===== config.mk =====
export PLATFORM = sky130hd
export DESIGN_NAME = obbp_classify
export DESIGN_NICKNAME = d
export VERILOG_FILES = /design/src/hdl/obbp_pkg.sv /design/src/hdl/obbp_classify.sv
export SDC_FILE = /design/constraint.sdc
export NUM_CORES = 1
export LEC_CHECK = 0
export BUFFER_PORTS_ARGS = -buffer_cell sky130_fd_sc_hd__buf_2
export CORE_ASPECT_RATIO = 1.2
export CORE_MARGIN = 2
export CORE_UTILIZATION = 25
export DETAILED_ROUTE_END_ITERATION = 12
export GPL_TIMING_DRIVEN = 0
export PLACE_DENSITY_LB_ADDON = 0.12
export SYNTH_ARGS = -nofsm -noshare
export SYNTH_HDL_FRONTEND = slang
export SYNTH_SLANG_ARGS = --single-unit

===== constraint.sdc =====
create_clock -name vclk -period 1.6
set_clock_uncertainty 0.2 [all_clocks]
set_input_delay 0.32 -clock vclk [all_inputs]
set_output_delay 0.32 -clock vclk [all_outputs]
set_load 0.005 [all_outputs]

===== src/hdl/obbp_pkg.sv =====
`timescale 1ns / 1ps
// ----------------------------------------------------------------------------
// obbp_pkg
// Shared types, widths, codes and corner tables for the oriented box
// projection and contact configuration block.
// ----------------------------------------------------------------------------
package obbp_pkg;

   localparam int COMP_WIDTH  = 20;
   localparam int VEC_WIDTH   = 3 * COMP_WIDTH;
   localparam int PROD_WIDTH  = 2 * COMP_WIDTH;
   localparam int DOT_WIDTH   = PROD_WIDTH + 2;
   localparam int ABS_WIDTH   = PROD_WIDTH;
   localparam int RPROD_WIDTH = ABS_WIDTH + 1 + COMP_WIDTH;
   localparam int FRAC_SHIFT  = 12;
   localparam int TERM_WIDTH  = 48;
   localparam int RAD_WIDTH   = TERM_WIDTH + 2;
   localparam int SUM_WIDTH   = RAD_WIDTH + 1;
   localparam int BOUND_WIDTH = 48;
   localparam int THR_WIDTH   = 25;

   localparam logic [THR_WIDTH-1:0] THR_RESET = 25'd17;
   localparam logic [2:0]           CORNER_MAX = 3'd7;

   localparam logic [1:0] KIND_POINT   = 2'd0;
   localparam logic [1:0] KIND_SEGMENT = 2'd1;
   localparam logic [1:0] KIND_FACE    = 2'd2;

   typedef struct packed {
      logic [VEC_WIDTH-1:0] direction;
      logic [VEC_WIDTH-1:0] box_axis_u;
      logic [VEC_WIDTH-1:0] box_axis_v;
      logic [VEC_WIDTH-1:0] box_axis_w;
      logic [VEC_WIDTH-1:0] half_sizes;
      logic [VEC_WIDTH-1:0] box_center;
   } req_type;

   typedef struct packed {
      logic [1:0]                     contact_kind;
      logic [2:0]                     corner_0;
      logic [2:0]                     corner_1;
      logic [2:0]                     corner_2;
      logic [2:0]                     corner_3;
      logic [2:0]                     corner_4;
      logic [2:0]                     corner_5;
      logic [2:0]                     corner_6;
      logic [2:0]                     corner_7;
      logic signed [BOUND_WIDTH-1:0]  interval_low;
      logic signed [BOUND_WIDTH-1:0]  interval_high;
   } rsp_type;

   typedef struct packed {
      logic [1:0]      kind;
      logic [7:0][2:0] corner;
      logic [2:0]      used;
   } cls_type;

   // [face normal axis][normal not positive][slot]
   localparam logic [2:0] FACE_TAB [0:2][0:1][0:7] = '{
      '{ '{3'd0, 3'd2, 3'd6, 3'd4, 3'd5, 3'd7, 3'd3, 3'd1},
         '{3'd5, 3'd7, 3'd3, 3'd1, 3'd0, 3'd2, 3'd6, 3'd4} },
      '{ '{3'd4, 3'd5, 3'd1, 3'd0, 3'd2, 3'd3, 3'd7, 3'd6},
         '{3'd2, 3'd3, 3'd7, 3'd6, 3'd4, 3'd5, 3'd1, 3'd0} },
      '{ '{3'd0, 3'd1, 3'd3, 3'd2, 3'd6, 3'd7, 3'd5, 3'd4},
         '{3'd6, 3'd7, 3'd5, 3'd4, 3'd0, 3'd1, 3'd3, 3'd2} }
   };

   // [perpendicular axis][first other not positive][second other not positive]
   // holds min0, min1, max0, max1
   localparam logic [2:0] SEG_TAB [0:2][0:1][0:1][0:3] = '{
      '{ '{ '{3'd0, 3'd1, 3'd6, 3'd7}, '{3'd4, 3'd5, 3'd2, 3'd3} },
         '{ '{3'd2, 3'd3, 3'd4, 3'd5}, '{3'd6, 3'd7, 3'd0, 3'd1} } },
      '{ '{ '{3'd0, 3'd2, 3'd5, 3'd7}, '{3'd4, 3'd6, 3'd1, 3'd3} },
         '{ '{3'd1, 3'd3, 3'd4, 3'd6}, '{3'd5, 3'd7, 3'd0, 3'd2} } },
      '{ '{ '{3'd0, 3'd4, 3'd3, 3'd7}, '{3'd2, 3'd6, 3'd1, 3'd5} },
         '{ '{3'd1, 3'd5, 3'd2, 3'd6}, '{3'd3, 3'd7, 3'd0, 3'd4} } }
   };

   function automatic logic signed [COMP_WIDTH-1:0] vec_comp(
      input logic [VEC_WIDTH-1:0] v,
      input int unsigned          k
   );
      vec_comp = $signed(v[k*COMP_WIDTH +: COMP_WIDTH]);
   endfunction

endpackage


===== src/hdl/obbp_classify.sv =====
`timescale 1ns / 1ps
// ----------------------------------------------------------------------------
// obbp_classify
// Classifies the extreme features as point, edge or face from the
// perpendicular flags and projection signs, and looks up the corner order.
// ----------------------------------------------------------------------------
module obbp_classify
   import obbp_pkg::*;
(
   input  logic [2:0] zero_flags,
   input  logic [2:0] pos_flags,
   output cls_type    cls
);

   logic       two_zero;
   logic [1:0] face_axis;
   logic [1:0] seg_axis;
   logic [1:0] first_axis;
   logic [1:0] second_axis;
   logic [2:0] point_corner;

   assign two_zero = (zero_flags[0] & zero_flags[1]) | (zero_flags[0] & zero_flags[2]) |
                     (zero_flags[1] & zero_flags[2]);
   assign face_axis = (zero_flags[0] & zero_flags[1]) ? 2'd2 : (zero_flags[0] ? 2'd1 : 2'd0);

   assign seg_axis    = zero_flags[0] ? 2'd0 : (zero_flags[1] ? 2'd1 : 2'd2);
   assign first_axis  = (seg_axis == 2'd0) ? 2'd1 : 2'd0;
   assign second_axis = (seg_axis == 2'd2) ? 2'd1 : 2'd2;
   assign point_corner = ~pos_flags;

   always_comb begin
      cls = '0;
      if (two_zero) begin
         cls.kind = KIND_FACE;
         cls.used[face_axis] = 1'b1;
         for (int i = 0; i < 8; i++) begin
            cls.corner[i] = FACE_TAB[face_axis][!pos_flags[face_axis]][i];
         end
      end else if (|zero_flags) begin
         cls.kind = KIND_SEGMENT;
         cls.used[first_axis]  = 1'b1;
         cls.used[second_axis] = 1'b1;
         cls.corner[0] = SEG_TAB[seg_axis][!pos_flags[first_axis]][!pos_flags[second_axis]][0];
         cls.corner[1] = SEG_TAB[seg_axis][!pos_flags[first_axis]][!pos_flags[second_axis]][1];
         cls.corner[6] = SEG_TAB[seg_axis][!pos_flags[first_axis]][!pos_flags[second_axis]][2];
         cls.corner[7] = SEG_TAB[seg_axis][!pos_flags[first_axis]][!pos_flags[second_axis]][3];
      end else begin
         cls.kind = KIND_POINT;
         cls.used = 3'b111;
         cls.corner[0] = point_corner;
         cls.corner[7] = CORNER_MAX - point_corner;
      end
   end

endmodule

# [After elaboration in Yosys (flattened, before gate mapping)]
# Index checks and enable logic that the tools add are counted.
[word_totals] ff_bits=0 inputBits=6 output_inout_bits=29 elab_cells=73
[op_classes] addsub=1 magnitude_cmp=11 eq_ne=1 n_mux=40 n_bitwise=12 n_reduce_logical=8
[op_table] operator="48-bit binary-select mux with 2-bit select" n=2
[op_table] operator="48-bit 2-to-1 mux" n=4
[op_table] operator="24-bit 2-to-1 mux" n=6
[op_table] operator="12-bit 2-to-1 mux" n=4
[op_table] operator="9-bit 2-to-1 mux" n=1
[op_table] operator="1-bit 2-to-1 mux" n=8
[op_table] operator="2-bit 2-to-1 mux" n=4
[op_table] operator="8-bit 2-to-1 mux" n=1
[op_table] operator="1-bit binary-select mux with 2-bit select" n=3
[op_table] operator="1-bit demux with 2-bit select" n=3
[op_table] operator="2-bit greater-or-equal comparator, second input constant" n=3
[op_table] operator="3-bit greater-or-equal comparator, second input constant" n=2
[op_table] operator="2-bit by 3-bit < comparator with 1-bit output, second input constant" n=2
[op_table] operator="3-bit 2-to-1 mux" n=2
[op_table] operator="6-bit 2-to-1 mux" n=1
[op_table] operator="1-bit NOT with 2-bit output" n=3
[op_table] operator="2-bit NOT with 3-bit output" n=2
[op_table] operator="2-bit by 1-bit greater-or-equal comparator with 1-bit output, second input constant" n=2
[op_table] operator="4-bit 2-to-1 mux" n=1
[op_table] operator="1-bit AND" n=3
[op_table] operator="1-bit logical AND" n=3
[op_table] operator="1-bit zero test" n=3
[op_table] operator="1-bit by 3-bit < comparator with 1-bit output, second input constant" n=1
[op_table] operator="3-bit NOT" n=1
[op_table] operator="7 further kinds" n=8

# [Logic depth before layout (Yosys ltp)]
[depth] depth_word=16 depth_mapped=5 depth_no_buf=3

# [Worst setup path after synthesis]
# OpenSTA, ideal clock, no wires.
[synth_timing] path_kind="input port to output port" from="in zero_flags[0]" to="out cls[14] in the netlist's numbering" arrival_time_ns=0.992 required_time_ns=1.080 slack_ns=0.088 cell_stages=5 n_path_buf=2 path_cell_list="buf_6 and3b_1 o21ai_2 nand2_1 buf_4"
[synth_rtl] item="from (decl)" line="obbp_classify.sv:10" text="input logic [2:0] zero_flags,"
[synth_rtl] item="to (decl)" line="obbp_classify.sv:12" text="output cls_type cls"

==> flow_summary.json <==
{
  "min_period_over_period": 0.990,
  "synth_top_family_by_area": "simple AND/OR/NAND/NOR gates",
  "viasPerCell": 5.00,
  "pwr-share-comb": 1.000,
  "portBuffers": 33,
  "worstSetupPathType": "primary input to output pin",
  "setup_slack_ns": 0.0163,
  "holdWs_ns": 0.689,
  "io_pins": 35,
  "start_kind": "primary input",
  "fin_cells": 118,
  "yosysTopAreaCellShare": 0.133,
  "synth-xor-area-share": 0.0222,
  "hp-class": "primary input to output pin",
  "vias": 590,
  "postCtsSetupRepairBufs": 0,
  "place_ws_ns": -0.135,
  "routed_wl_mm": 1.34,
  "synth.distinct_cells": 27,
  "diodes": 0,
  "worstMarginPinSlew_ns": 0.209,
  "first_pass_iters": 4,
  "powerDensity_nw_per_um2": 303,
  "register_area_um2": 0,
  "ys_warn_count": 0,
  "yosysTopAreaCell": "nand2_1",
  "place_congestion": 0.761,
  "p_sw_mw": 0.0967,
  "p_clk_frac": 0,
  "grt_pass1_wl_mm": 1.91,
  "status": "complete, no violations",
  "drive_above_1_share": 0.545,
  "setup.worst_path.end_class": "output pin",
  "avgRoutedWirePerCell_um": 11.4,
  "hold_viol_final": 0,
  "max_slew_margin": 0.859,
  "rows": 15,
  "swShare": 0.481,
  "postSynthAreaPerCell_um2": 5.80,
  "fin_tns_setup_ns": 0,
  "finalSetupViolations": 0,
  "slew_violations": 0,
  "synth-simple-area-share": 0.400,
  "power_frac_seq": 0,
  "dpl-instance-area_um2": 581,
  "grt_antenna_before_repair": 0,
  "synth_mux_area_frac": 0.0571,
  "stdcell_area_um2": 663,
  "yosysSeqAreaShare": 0,
  "gr-usage-all-layers": 0.135,
  "die_h_um": 47.5,
  "rsz0062_at_grt": "yes",
  "required_ns": 1.08,
  "first_iter_violations": 4,
  "dp_hpwl_mm": 1.00,
  "drc": 0,
  "final_cell_mix": "buf_2, nand2_1, a21oi_1",
  "synth_cells": 68,
  "fmax_mhz": 631,
  "fin_crit_ns": 1.58,
  "synth_fa_ha_area_frac": 0,
  "maxCapViolCount": 0,
  "grt_start_max_net_pins": 11,
  "die_w_um": 40.2,
  "internal-power_mw": 0.104,
  "vdd_drop_max_v": 0.000112,
  "layout_commonest_cell": "buf_2",
  "synth_compound_area_frac": 0.333,
  "core_area_um2": 1460,
  "initial_core_util": 0.269,
  "layout.nets": 109,
  "dieArea_um2": 1910,
  "synth_area_um2": 394,
  "ant_nets": 0,
  "grt_pass1_vias": 430,
  "p_leak_nw": 0.366,
  "path_max_fanout": 8,
  "area_growth_pct": 68.3,
  "syn-num-nets": 74,
  "dp.cells": 118,
  "synth_area_leaders": "nand2_1, buf_4, a21oi_1",
  "cp_data_arrival_time_ns": 1.06,
  "clkbuf_count": 0,
  "seq_cell_count": 0,
  "grt-ovfl-total": 0
}
==> final timing paths <==
kind                    startpoint      to  cells after the start
worst min-delay path  pos_flags[0]  cls[3]                      3
worst max-delay path  pos_flags[0]  cls[8]                      5
==> per-layer routing <==
layer / GRT usage / vias to the layer above / wire [um]
li1: - / 299 / -
met1: 0.194 / 268 / 627
met2: 0.239 / 23 / 626
met3: 0.00465 / 0 / 86
met4: 0 / 0 / 0
met5: 0 / - / 0
==> cells in the mapped netlist (2+ instances only) <==
master and n:
and3_1 2, nand3_1 2, o21ai_0 6, mux2_2 2, nor2_1 5, buf_2 2, buf_4 6, nand2_1 14
nor3_1 2, o21ai_2 2, a21oi_1 6, nor2b_1 3, inv_1 2
==> logic make-up after synthesis <==
family          after synthesis
compound gates               21
buf+inv                      11
xor+xnor                      1
mux                           2
simple gates                 33
==> final cells by class <==
cell class / count / area [um2]
Buffer: 7 / 76.3
Fill cell: 177 / 801
Inverter: 2 / 7.51
Multi-Input combinational cell: 57 / 353
Tap cell: 17 / 21.3
Timing Repair Buffer: 35 / 205
==> per-stage QoR <==
step | power (mW) | utilization
global placement | 0.176 | 0.397
CTS | 0.195 | 0.435
detailed placement | 0.177 | 0.397
finish | 0.201 | 0.453
global route | 0.222 | 0.453
floorplan | 0.104 | -
==> critical path, cell delays in order <==
cell and delay (ns):
buf_8 0.11, and3b_2 0.24, o21ai_2 0.15, and3_1 0.15, buf_2 0.10
==> power groups by stage <==
stage | logic (mW) | clock network, mW | registers (mW)
final | 0.201 | 0 | 0
after global routing | 0.222 | 0 | 0
after CTS | 0.195 | 0 | 0
after detailed placement | 0.177 | 0 | 0
after global placement | 0.176 | 0 | 0
after floorplan | 0.104 | 0 | 0
==> timing repair <==
action / CTS / global route
hold buffers: 0 / 0
endpoints found under the hold margin: 0 / 0
setup endpoints to repair: 17 / 19
cloned: 2 / 0
pin swaps: 4 / 2
gates resized for setup: 17 / 12
Power figures use the tool's default switching activity.
